**config.mk**
```make
export PLATFORM = sky130hd
export DESIGN_NAME = adpcm_block_encoder_search_unit
export DESIGN_NICKNAME = d
export VERILOG_FILES = /design/src/hdl/abe_pkg.sv /design/src/hdl/abe_datapath.sv /design/src/hdl/abe_controller.sv /design/src/hdl/adpcm_block_encoder_search_unit.sv
export VERILOG_INCLUDE_DIRS = /design/src /design/src/hdl
export SDC_FILE = /design/constraint.sdc
export NUM_CORES = 2
export LEC_CHECK = 0
export ABC_AREA = 1
export BUFFER_PORTS_ARGS = -buffer_cell sky130_fd_sc_hd__buf_2
export CAP_MARGIN = 10
export CORE_AREA = 2 2 411 413
export CTS_CLUSTER_SIZE = 28
export DETAILED_ROUTE_END_ITERATION = 12
export DIE_AREA = 0 0 413 415
export GPL_ROUTABILITY_DRIVEN = 0
export HOLD_SLACK_MARGIN = 0.1
export PLACE_DENSITY = 0.78
export SETUP_SLACK_MARGIN = 0.5
export SLEW_MARGIN = 20
export SYNTH_ARGS = -nofsm -noshare
export SYNTH_HDL_FRONTEND = slang
export SYNTH_SLANG_ARGS = --single-unit
```
**constraint.sdc**
```tcl
create_clock -name clk -period 13.3 [get_ports clk]
set_input_delay 1.33 -clock clk [delete_from_list [all_inputs] [get_ports clk]]
set_output_delay 1.33 -clock clk [all_outputs]
set_load 0.02 [all_outputs]
```
**src/hdl/adpcm_block_encoder_search_unit_defines.svh**
```systemverilog
// Assertion macros shared by the ADPCM block encoder search unit.
`ifndef ADPCM_BLOCK_ENCODER_SEARCH_UNIT_DEFINES_SVH
`define ADPCM_BLOCK_ENCODER_SEARCH_UNIT_DEFINES_SVH

// Same-cycle implication, disabled while reset is asserted.
`define ABE_ASSERT_SAME(label, clk, rst_n, ante, cons) \
    label: assert property (@(posedge clk) disable iff (!rst_n) (ante) |-> (cons)) \
        else $error("adpcm encoder: same-cycle check failed");

// Next-cycle implication, disabled while reset is asserted.
`define ABE_ASSERT_NEXT(label, clk, rst_n, ante, cons) \
    label: assert property (@(posedge clk) disable iff (!rst_n) (ante) |=> (cons)) \
        else $error("adpcm encoder: next-cycle check failed");

`endif

```
**src/hdl/abe_pkg.sv**
```systemverilog
// Package: types, constants and coefficient tables of the ADPCM block encoder.
`default_nettype none
package abe_pkg;

    localparam int SAMPLES_PER_BLOCK = 28;
    localparam int SAMPLE_W          = 16;
    localparam int Q_W               = 28;   // Q16.12 history / sample
    localparam int PRED_W            = 30;   // rounded prediction
    localparam int ERR_W             = 61;   // summed squared error
    localparam int IDX_W             = 5;    // sample index
    localparam int NIB_BYTES         = 14;
    localparam int NB_W              = 4;    // nibble byte index / output byte index
    localparam int FILTER_COUNT      = 5;
    localparam int MAX_SHIFT         = 12;
    localparam int PEAK_W            = 31;

    localparam logic [IDX_W-1:0] LAST_SAMPLE = IDX_W'(SAMPLES_PER_BLOCK - 1);
    localparam logic [2:0] LAST_FILTER = 3'(FILTER_COUNT - 1);
    localparam logic [NB_W-1:0] LAST_BYTE = 4'd15;

    // Register indexes of the configuration port
    localparam logic REG_FLAGS_BYTE   = 1'b0;
    localparam logic REG_SHIFT_WINDOW = 1'b1;

    // Commands from controller to datapath
    typedef struct packed {
        logic collect;
        logic start;
        logic peak_init;
        logic pred;
        logic peak_step;
        logic set_ideal;
        logic trial_init;
        logic trial_step;
        logic judge;
        logic finish;
        logic emit_next;
    } cmd_t;

    // Status from datapath to controller
    typedef struct packed {
        logic fill_last;
        logic peak_last;
        logic trial_last;
        logic shift_last;
        logic filter_last;
        logic win;
        logic early;
        logic byte_last;
    } status_t;

    // Predictor coefficients in 1/64 units
    function automatic logic signed [7:0] coef_a(input logic [2:0] f);
        logic signed [7:0] c;
        case (f)
            3'd1:    c = 8'sd60;
            3'd2:    c = 8'sd115;
            3'd3:    c = 8'sd98;
            3'd4:    c = 8'sd122;
            default: c = 8'sd0;
        endcase
        return c;
    endfunction

    function automatic logic signed [7:0] coef_b(input logic [2:0] f);
        logic signed [7:0] c;
        case (f)
            3'd2:    c = -8'sd52;
            3'd3:    c = -8'sd55;
            3'd4:    c = -8'sd60;
            default: c = 8'sd0;
        endcase
        return c;
    endfunction

endpackage
`default_nettype wire

```
**src/hdl/abe_datapath.sv**
```systemverilog
// Datapath: sample store, channel history, predictor, quantizer, error sum, best tracking.
`default_nettype none
module abe_datapath #(
    parameter int CHANNEL_COUNT = 2,
    parameter int PEAK_WINDOW   = 8
) (
    input  wire logic                               clk,
    input  wire logic                               rst_n,
    input  wire abe_pkg::cmd_t                      cmd,
    output abe_pkg::status_t                        status,
    input  wire logic signed [abe_pkg::SAMPLE_W-1:0] sample,
    input  wire logic                               channel,
    input  wire logic                               new_stream,
    input  wire logic                               cfg_we,
    input  wire logic                               cfg_index,
    input  wire logic [7:0]                         cfg_data,
    output logic [7:0]                              block_byte,
    output logic                                    last_byte
);

    localparam int CH_W = (CHANNEL_COUNT > 1) ? $clog2(CHANNEL_COUNT) : 1;
    localparam logic [abe_pkg::IDX_W-1:0] PEAK_LAST_IDX = abe_pkg::IDX_W'(PEAK_WINDOW - 1);

    // configuration
    logic [7:0] flags_reg;
    logic [3:0] window_reg;

    // collection
    logic signed [abe_pkg::SAMPLE_W-1:0] sample_mem [abe_pkg::SAMPLES_PER_BLOCK];
    logic [abe_pkg::IDX_W-1:0] fill_reg;
    logic [CH_W-1:0] chan_reg;
    logic [CH_W-1:0] in_chan;
    logic signed [abe_pkg::Q_W-1:0] hist_recent_reg [CHANNEL_COUNT];
    logic signed [abe_pkg::Q_W-1:0] hist_older_reg [CHANNEL_COUNT];

    // search working state
    logic signed [abe_pkg::Q_W-1:0] h1_reg, h2_reg, base_h1_reg, base_h2_reg;
    logic signed [abe_pkg::PRED_W-1:0] pred_reg;
    logic [abe_pkg::IDX_W-1:0] idx_reg;
    logic [2:0] filter_reg;
    logic [3:0] shift_reg, hi_reg;
    logic [abe_pkg::PEAK_W-1:0] peak_reg;
    logic [abe_pkg::Q_W-1:0] emag_reg;
    logic sq_valid_reg;
    logic [abe_pkg::ERR_W-1:0] acc_reg, best_err_reg;
    logic [6:0] best_fs_reg;
    logic signed [abe_pkg::Q_W-1:0] best_h1_reg, best_h2_reg;
    logic best_bank_reg;
    logic [7:0] nib_mem [2][abe_pkg::NIB_BYTES];
    logic [abe_pkg::NB_W-1:0] out_idx_reg;

    // combinational
    logic signed [abe_pkg::SAMPLE_W-1:0] smp_rd;
    logic signed [abe_pkg::Q_W-1:0] s12;
    logic signed [35:0] q18;
    logic signed [abe_pkg::PRED_W-1:0] pred_next;
    logic signed [31:0] d;
    logic [31:0] mag;
    logic [4:0] step_bits;
    logic [32:0] half, qsum, q;
    logic [3:0] qc;
    logic signed [3:0] nib;
    logic signed [32:0] rec, rec_c;
    logic signed [abe_pkg::Q_W-1:0] rec_q;
    logic signed [abe_pkg::Q_W:0] e;
    logic [abe_pkg::Q_W-1:0] emag;
    logic [2*abe_pkg::Q_W-1:0] sq;
    logic [3:0] kcnt, ideal, lo_sel, hi_sel;
    logic [4:0] hi_sum;
    logic [abe_pkg::NB_W-1:0] byte_sel;
    logic [7:0] byte_val;

    assign in_chan = (CHANNEL_COUNT > 1) ? CH_W'(channel) : '0;
    assign smp_rd  = sample_mem[idx_reg];
    assign s12     = {smp_rd, 12'b0};
    assign sq      = emag_reg * emag_reg;

    // prediction, rounded from Q.18 to Q.12 with half up
    always_comb
    begin
        q18 = h1_reg * abe_pkg::coef_a(filter_reg) + h2_reg * abe_pkg::coef_b(filter_reg)
            + 36'sd32;
        pred_next = abe_pkg::PRED_W'(q18 >>> 6);
    end

    // quantize, reconstruct, error
    always_comb
    begin
        d = 32'(s12) - 32'(pred_reg);
        mag = d[31] ? 32'(-d) : 32'(d);
        step_bits = 5'd24 - 5'(shift_reg);
        half = 33'd1 << (step_bits - 5'd1);
        qsum = 33'(mag) + half;
        q = qsum >> step_bits;
        if (d[31])
        begin
            qc = (q > 33'd8) ? 4'd8 : q[3:0];
            nib = 4'(-$signed(qc));
        end
        else
        begin
            qc = (q > 33'd7) ? 4'd7 : q[3:0];
            nib = $signed(qc);
        end
        rec = (33'(nib) <<< step_bits) + 33'(pred_reg);
        if (rec > 33'sd134213632)
            rec_c = 33'sd134213632;
        else if (rec < -33'sd134217728)
            rec_c = -33'sd134217728;
        else
            rec_c = rec;
        rec_q = abe_pkg::Q_W'(rec_c);
        e = (abe_pkg::Q_W+1)'(s12) - (abe_pkg::Q_W+1)'(rec_q);
        emag = e[abe_pkg::Q_W] ? abe_pkg::Q_W'(-e) : abe_pkg::Q_W'(e);
    end

    // ideal shift from peak error: count thresholds 28672 << (t+1) reached
    always_comb
    begin
        kcnt = 4'd0;
        for (int t = 0; t <= abe_pkg::MAX_SHIFT; t++)
        begin
            if (peak_reg >= (abe_pkg::PEAK_W'(28672) << (t + 1)))
                kcnt = kcnt + 4'd1;
        end
        ideal = (kcnt >= 4'd12) ? 4'd0 : 4'd12 - kcnt;
        lo_sel = (ideal >= window_reg) ? ideal - window_reg : 4'd0;
        hi_sum = 5'(ideal) + 5'(window_reg);
        hi_sel = (hi_sum > 5'd12) ? 4'd12 : hi_sum[3:0];
    end

    // output byte selection
    always_comb
    begin
        byte_sel = cmd.finish ? '0 : out_idx_reg + 4'd1;
        case (byte_sel)
            4'd0:    byte_val = {1'b0, best_fs_reg};
            4'd1:    byte_val = flags_reg;
            default: byte_val = nib_mem[best_bank_reg][byte_sel - 4'd2];
        endcase
    end

    // status
    always_comb
    begin
        status.fill_last   = (fill_reg == abe_pkg::LAST_SAMPLE);
        status.peak_last   = (idx_reg == PEAK_LAST_IDX);
        status.trial_last  = (idx_reg == abe_pkg::LAST_SAMPLE);
        status.shift_last  = (shift_reg == hi_reg);
        status.filter_last = (filter_reg == abe_pkg::LAST_FILTER);
        status.win         = (acc_reg < best_err_reg);
        status.early       = (acc_reg < abe_pkg::ERR_W'(1 << 24));
        status.byte_last   = (out_idx_reg == abe_pkg::LAST_BYTE);
    end

    // control-side registers with reset
    always_ff @(posedge clk or negedge rst_n)
    begin
        if (!rst_n)
        begin
            flags_reg     <= 8'd2;
            window_reg    <= 4'd2;
            fill_reg      <= '0;
            chan_reg      <= '0;
            best_err_reg  <= '1;
            best_fs_reg   <= '0;
            best_h1_reg   <= '0;
            best_h2_reg   <= '0;
            best_bank_reg <= 1'b0;
            sq_valid_reg  <= 1'b0;
            for (int c = 0; c < CHANNEL_COUNT; c++)
            begin
                hist_recent_reg[c] <= '0;
                hist_older_reg[c]  <= '0;
            end
        end
        else
        begin
            if (cfg_we)
            begin
                if (cfg_index == abe_pkg::REG_FLAGS_BYTE)
                    flags_reg <= cfg_data;
                else
                    window_reg <= cfg_data[3:0];
            end
            sq_valid_reg <= cmd.trial_step;
            if (cmd.collect)
            begin
                fill_reg <= status.fill_last ? '0 : fill_reg + 5'd1;
                if (fill_reg == '0)
                begin
                    chan_reg <= in_chan;
                    if (new_stream)
                    begin
                        hist_recent_reg[in_chan] <= '0;
                        hist_older_reg[in_chan]  <= '0;
                    end
                end
            end
            if (cmd.start)
            begin
                best_err_reg <= '1;
                best_fs_reg  <= '0;
                best_h1_reg  <= hist_recent_reg[chan_reg];
                best_h2_reg  <= hist_older_reg[chan_reg];
            end
            if (cmd.judge && status.win)
            begin
                best_err_reg  <= acc_reg;
                best_fs_reg   <= {filter_reg, shift_reg};
                best_h1_reg   <= h1_reg;
                best_h2_reg   <= h2_reg;
                best_bank_reg <= ~best_bank_reg;
            end
            if (cmd.finish)
            begin
                hist_recent_reg[chan_reg] <= best_h1_reg;
                hist_older_reg[chan_reg]  <= best_h2_reg;
            end
        end
    end

    // payload and working registers
    always_ff @(posedge clk)
    begin
        if (cmd.collect)
            sample_mem[fill_reg] <= sample;
        if (cmd.start)
        begin
            base_h1_reg <= hist_recent_reg[chan_reg];
            base_h2_reg <= hist_older_reg[chan_reg];
            filter_reg  <= '0;
        end
        if (cmd.peak_init || cmd.trial_init)
        begin
            h1_reg  <= base_h1_reg;
            h2_reg  <= base_h2_reg;
            idx_reg <= '0;
        end
        if (cmd.peak_init)
            peak_reg <= '0;
        if (cmd.trial_init)
            acc_reg <= '0;
        if (cmd.pred)
            pred_reg <= pred_next;
        if (cmd.peak_step)
        begin
            if (abe_pkg::PEAK_W'(mag) > peak_reg)
                peak_reg <= abe_pkg::PEAK_W'(mag);
            h2_reg  <= h1_reg;
            h1_reg  <= s12;
            idx_reg <= idx_reg + 5'd1;
        end
        if (cmd.set_ideal)
        begin
            shift_reg <= lo_sel;
            hi_reg    <= hi_sel;
        end
        if (cmd.trial_step)
        begin
            if (idx_reg[0])
                nib_mem[~best_bank_reg][idx_reg[4:1]][7:4] <= nib;
            else
                nib_mem[~best_bank_reg][idx_reg[4:1]][3:0] <= nib;
            h2_reg   <= h1_reg;
            h1_reg   <= rec_q;
            emag_reg <= emag;
            idx_reg  <= idx_reg + 5'd1;
        end
        if (sq_valid_reg)
            acc_reg <= acc_reg + abe_pkg::ERR_W'(sq);
        if (cmd.judge && !(status.win && status.early))
        begin
            if (status.shift_last)
                filter_reg <= filter_reg + 3'd1;
            else
                shift_reg <= shift_reg + 4'd1;
        end
        if (cmd.finish || cmd.emit_next)
        begin
            out_idx_reg <= byte_sel;
            block_byte  <= byte_val;
            last_byte   <= (byte_sel == abe_pkg::LAST_BYTE);
        end
    end

endmodule
`default_nettype wire

```
**src/hdl/abe_controller.sv**
```systemverilog
// Controller: state machine sequencing collection, peak pass, trials and output.
`default_nettype none
module abe_controller (
    input  wire logic              clk,
    input  wire logic              rst_n,
    input  wire logic              in_valid,
    output logic                   in_stall,
    output logic                   out_valid,
    input  wire logic              out_stall,
    input  wire abe_pkg::status_t  status,
    output abe_pkg::cmd_t          cmd
);

    typedef enum logic [12:0] {
        S_COLLECT    = 13'b0000000000001,
        S_START      = 13'b0000000000010,
        S_PEAK_INIT  = 13'b0000000000100,
        S_PEAK_PRED  = 13'b0000000001000,
        S_PEAK_STEP  = 13'b0000000010000,
        S_IDEAL      = 13'b0000000100000,
        S_TRIAL_INIT = 13'b0000001000000,
        S_TRIAL_PRED = 13'b0000010000000,
        S_TRIAL_STEP = 13'b0000100000000,
        S_DRAIN      = 13'b0001000000000,
        S_JUDGE      = 13'b0010000000000,
        S_FINISH     = 13'b0100000000000,
        S_EMIT       = 13'b1000000000000
    } state_t;

    state_t state_reg, state_next;
    logic accept;

    // samples are taken while collecting or emitting; the closing one waits until the last byte leaves
    assign in_stall  = !((state_reg == S_COLLECT) || (state_reg == S_EMIT))
                     || ((state_reg == S_EMIT) && status.fill_last);
    assign accept    = in_valid && !in_stall;
    assign out_valid = (state_reg == S_EMIT);

    always_comb
    begin
        cmd = '0;
        cmd.collect = accept;
        state_next = state_reg;
        case (state_reg)
            S_COLLECT:
            begin
                if (accept && status.fill_last)
                    state_next = S_START;
            end
            S_START:
            begin
                cmd.start = 1'b1;
                state_next = S_PEAK_INIT;
            end
            S_PEAK_INIT:
            begin
                cmd.peak_init = 1'b1;
                state_next = S_PEAK_PRED;
            end
            S_PEAK_PRED:
            begin
                cmd.pred = 1'b1;
                state_next = S_PEAK_STEP;
            end
            S_PEAK_STEP:
            begin
                cmd.peak_step = 1'b1;
                state_next = status.peak_last ? S_IDEAL : S_PEAK_PRED;
            end
            S_IDEAL:
            begin
                cmd.set_ideal = 1'b1;
                state_next = S_TRIAL_INIT;
            end
            S_TRIAL_INIT:
            begin
                cmd.trial_init = 1'b1;
                state_next = S_TRIAL_PRED;
            end
            S_TRIAL_PRED:
            begin
                cmd.pred = 1'b1;
                state_next = S_TRIAL_STEP;
            end
            S_TRIAL_STEP:
            begin
                cmd.trial_step = 1'b1;
                state_next = status.trial_last ? S_DRAIN : S_TRIAL_PRED;
            end
            S_DRAIN:
            begin
                state_next = S_JUDGE;
            end
            S_JUDGE:
            begin
                cmd.judge = 1'b1;
                if (status.win && status.early)
                    state_next = S_FINISH;
                else if (!status.shift_last)
                    state_next = S_TRIAL_INIT;
                else if (status.filter_last)
                    state_next = S_FINISH;
                else
                    state_next = S_PEAK_INIT;
            end
            S_FINISH:
            begin
                cmd.finish = 1'b1;
                state_next = S_EMIT;
            end
            S_EMIT:
            begin
                if (!out_stall)
                begin
                    if (status.byte_last)
                        state_next = S_COLLECT;
                    else
                        cmd.emit_next = 1'b1;
                end
            end
            default:
            begin
                state_next = S_COLLECT;
            end
        endcase
    end

    always_ff @(posedge clk or negedge rst_n)
    begin
        if (!rst_n)
            state_reg <= S_COLLECT;
        else
            state_reg <= state_next;
    end

endmodule
`default_nettype wire

```
**src/hdl/adpcm_block_encoder_search_unit.sv**
```systemverilog
// Top level: ADPCM block encoder with filter/shift search.
//
// Input channel (in_valid/in_stall): one signed 16-bit sample per request with
// channel and new_stream, both taken from the first sample of a block only.
// Every 28th sample closes a block and starts the search. Output channel
// (out_valid/out_stall): 16 byte requests per block, header byte
// (filter << 4 | shift), flags byte, then 14 bytes of nibbles low half first;
// last_byte marks byte 15.
// The search runs one shared predictor/quantizer over a peak pass and the
// trials of each filter; trials range from 1 to 5*min(2*shift_window+1, 13),
// fewer on an early exit. No samples are taken during the search.
// While the block is emitted the next samples are taken, except the closing
// one, which waits until the last byte leaves. A stalled receiver holds the
// current byte. Reset clears channel histories, the fill count and the state
// machine and sets flags_byte and shift_window to 2.
`default_nettype none
module adpcm_block_encoder_search_unit #(
    parameter int CHANNEL_COUNT = 2,
    parameter int PEAK_WINDOW   = 8
) (
    input  wire logic                                clk,
    input  wire logic                                rst_n,
    input  wire logic                                in_valid,
    output logic                                     in_stall,
    input  wire logic signed [abe_pkg::SAMPLE_W-1:0] sample,
    input  wire logic                                channel,
    input  wire logic                                new_stream,
    output logic                                     out_valid,
    input  wire logic                                out_stall,
    output logic [7:0]                               block_byte,
    output logic                                     last_byte,
    input  wire logic                                cfg_we,
    input  wire logic                                cfg_index,
    input  wire logic [7:0]                          cfg_data
);

    abe_pkg::cmd_t    cmd;
    abe_pkg::status_t status;

    abe_controller u_ctrl (
        .clk       (clk),
        .rst_n     (rst_n),
        .in_valid  (in_valid),
        .in_stall  (in_stall),
        .out_valid (out_valid),
        .out_stall (out_stall),
        .status    (status),
        .cmd       (cmd)
    );

    abe_datapath #(
        .CHANNEL_COUNT (CHANNEL_COUNT),
        .PEAK_WINDOW   (PEAK_WINDOW)
    ) u_dp (
        .clk        (clk),
        .rst_n      (rst_n),
        .cmd        (cmd),
        .status     (status),
        .sample     (sample),
        .channel    (channel),
        .new_stream (new_stream),
        .cfg_we     (cfg_we),
        .cfg_index  (cfg_index),
        .cfg_data   (cfg_data),
        .block_byte (block_byte),
        .last_byte  (last_byte)
    );

`include "adpcm_block_encoder_search_unit_defines.svh"

    // closing sample of a block starts the search at once
    `ABE_ASSERT_NEXT(a_close_starts, clk, rst_n, in_valid && !in_stall && status.fill_last, in_stall)
    // bytes of one block leave without gaps
    `ABE_ASSERT_NEXT(a_bytes_back_to_back, clk, rst_n, out_valid && !out_stall && !last_byte, out_valid)
    // no trial work while a block is being emitted
    `ABE_ASSERT_SAME(a_no_search_in_emit, clk, rst_n, out_valid, !cmd.trial_step && !cmd.judge)

endmodule
`default_nettype wire
```
==> results.yml <==
sta:
  hold_viol_final: 0
  setup_slack_ps: -202
  min_period_ps: 13500
  slew_headroom_pct: 23.6
  post-route-period-util_pct: 102
  rsz0062_at_grt: "true"
  setup_viol_count_final: 27
  tightest_slew_ps: 1150
  skew_ps: 82.4
  max_clock_freq_mhz: 74.1
  slew_violations: 0
critical_path:
  arrival_ps: 14020
  slowest_delay_ps: 490
  crit_required_ps: 13820
  crit_path_end_kind: "flip-flop"
  worstSetupStartpointType: "flip-flop"
  crit_family: "simple AND/OR/NAND/NOR gates"
  critPathBufInv: 20
  critPathMaxFanout: 8
  path_class: "flip-flop to flip-flop"
  critPathSlowestCell: "dfxtp_4"
layout:
  final_core_util_pct: 67.2
  drive_above_1_share_pct: 13.2
  largest_register: "u_dp.sample_mem"
  largest_register_ffs: 448
  fin_nets: 12800
  layoutNonFillerInstCount: 13500
  syn2layout_area_growth_pct: 14.0
  final_area_um2: 112000
logic_synthesis:
  ys_ff_latch: 1237
  yosysWarnings: 0
  ys_types: 76
  syn_area_um2: 98200
  synthCells: 10800
  synth_edf_count: 925
  async_reset_ff_share_pct: 21.7
  seq_area_frac_synth_pct: 36.1
  synth_ff_type: "edfxtp_1"
  syn_avg_cell_area_um2: 9.08
flow_run:
  drv_cap: 0
place:
  hpwl_um: 195000
  dp.cells: 13200
  place_area_um2: 104000
  io_buffers: 42
grt:
  grt_antenna_before_repair: 14
  grt_pass1_vias: 81300
  grtUsageTotal_pct: 32.1
  grt_pass1_wl_um: 433000
  grt_max_degree: 107
  overflow: 0
clocking:
  cts.sinks: 1237
  cts_buffer_depth: 3
  clk_pin_slew_ps: 60
  ctsRootBufferMaster: "clkbuf_16"
  hold_buffers: 0
  cts_buffers: 132
  tritoncts: "yes"
  cts_max_level: 4
  clock_latency_ps: 820
run_status:
  violations: "setup timing"
  status: "complete, but fails checks"
floorplan:
  initial_core_util_pct: 58.9
  dieHeight_um: 415
  die_w_um: 413
  dieArea_um2: 171000
  coreArea_um2: 167000
  rows: 150
  io_pins: 43
route:
  ant_nets: 0
  drtPass1Iterations: 9
  drc: 0
  routed_wl_um: 281000
  vias: 80300
  post_drt_wl_per_cell_um: 20.8
  drt-vias-per-instance: 5.94
  drt_iter0_markers: 9423
power_and_ir_drop:
  power_density_nw_per_um2: 218
  ir_drop_uv: 940
  p_leak_nw: 53.4
hold_path:
  min_path_type: "flip-flop to flip-flop"
## synthesized netlist by cell type (67+ instances only)
library cell	number	share of area [%]
edfxtp_1	925	28
nor2_1	970	3.7
a21oi_1	367	1.9
xnor2_1	69	0.62
a22oi_1	90	0.69
nand3_1	514	2.6
o221ai_1	67	0.60
ha_1	626	8.0
o21ai_0	556	2.8
o22ai_1	179	1.1
nand2_1	2091	8.0
fa_1	954	19
dfrtp_1	205	5.2
clkbuf_1	324	1.2
inv_1	2022	7.7
xor2_1	139	1.2
## cell type report
type                       instances  area [um^2]
fill                           12000        54700
inverter                        2046         7730
antenna                            8         20.0
clock buffer                     154         3460
sequential                      1237        35500
clock inverter                    87         1100
multi-input combinational       7123        55800
timing repair inverter             2         22.5
tap                             2204         2760
timing repair buffer             666         5580
## path summary, 6_finish.rpt
path	from	cells past startpoint	endpoint	slack (ps)
worst min-delay path	u_dp.peak_reg[5]$_DFF_P_	2	u_dp.peak_reg[5]$_DFF_P_	480
worst max register to register	flip-flop	90	u_dp.emag_reg[18]$_DFFE_PP_	-200
min in group asynchronous	rst_n	1	u_dp.best_bank_reg$_DFFE_PN0P_	520
worst max-delay path	flip-flop	90	u_dp.emag_reg[18]$_DFFE_PP_	-200
max in group asynchronous	rst_n	4	u_dp.hist_older_reg[53]$_DFF_PN0_	10700
worst min register to register	u_dp.peak_reg[5]$_DFF_P_	2	u_dp.peak_reg[5]$_DFF_P_	480
## layout by cell type (no fill, tap or decap), types with 30 or more instances in the layout
| cell | n |
|---|---|
| nor2_1 | 902 |
| ha_1 | 584 |
| edfxtp_1 | 925 |
| dfrtp_1 | 203 |
| dfxtp_1 | 39 |
| nand2_1 | 1988 |
| a21oi_2 | 30 |
| inv_2 | 44 |
| buf_4 | 566 |
| ha_4 | 39 |
| nand3_1 | 479 |
| o21ai_0 | 496 |
| a22oi_1 | 90 |
| o22ai_1 | 177 |
| nand4_1 | 57 |
| nor2_2 | 58 |
| o21ai_2 | 30 |
| xnor2_1 | 58 |
| fa_1 | 954 |
| buf_2 | 41 |
| clkbuf_16 | 138 |
| a21oi_1 | 325 |
| o221ai_1 | 66 |
| o211ai_1 | 30 |
| o21ai_1 | 52 |
| inv_1 | 1984 |
| nand2_2 | 99 |
| nand3_2 | 47 |
| nor3_1 | 49 |
| dfstp_2 | 64 |
| xor2_1 | 125 |
## stage by stage
stage,setup TNS [ps],worst slack (ps),hold WS (ps),power (mW)
detailed placement,-2540,-147,471,20.0
global placement,0,144,464,19.4
CTS,0,505,479,24.0
finish,-4220,-202,480,24.4
global route,-22830,-943,501,26.2
floorplan,0,511,450,15.9
## power breakdown
part / internal (mW) / switching [mW] / total [mW]
clock: 2.15 / 1.69 / 3.84
sequential: 5.47 / 0.171 / 5.64
combinational: 5.86 / 9.08 / 14.9
total: 13.5 / 10.9 / 24.4
## tightest hold or removal path, cell delays in order, from the launching register on
cell and delay [ps]:
dfxtp_1 290, inv_1 70, o31ai_1 70
## cell families (layout without fill, tap and decap cells)
| family | after synthesis | in the layout | synth area share (%) |
|---|---|---|---|
| buffers and inverters | 2459 | 2955 | 9.49 |
| AOI/OAI and AO/OA | 1477 | 1477 | 8.79 |
| other | 2 | 14 | 0.00765 |
| xor gates and xnor gates | 211 | 211 | 1.91 |
| DFF | 1237 | 1237 | 36.1 |
| muxes | 23 | 23 | 0.243 |
| and+or+nand+nor | 3825 | 3826 | 16.0 |
| adders and majority gates | 1580 | 1580 | 27.4 |
## repair_timing
item / 4_1_cts / 5_1_grt
gates resized for setup: 177 / 392
pin swaps: 59 / 180
setup endpoints to repair: 27 / 47
setup buffers: 47 / 44
cloned: 10 / 7
## layer usage
metal / vias up / routed length [um] / part of all wire [%] / GRT usage, %
li1: 35500 / - / - / -
met5: - / 33 / 0.012 / 0
met1: 38800 / 103000 / 37 / 41.6
met3: 1152 / 28600 / 10 / 5.99
met2: 4792 / 131000 / 47 / 51.1
met4: 6 / 18400 / 6.6 / 17.2
No activity file was read; power rests on OpenSTA's default activity.
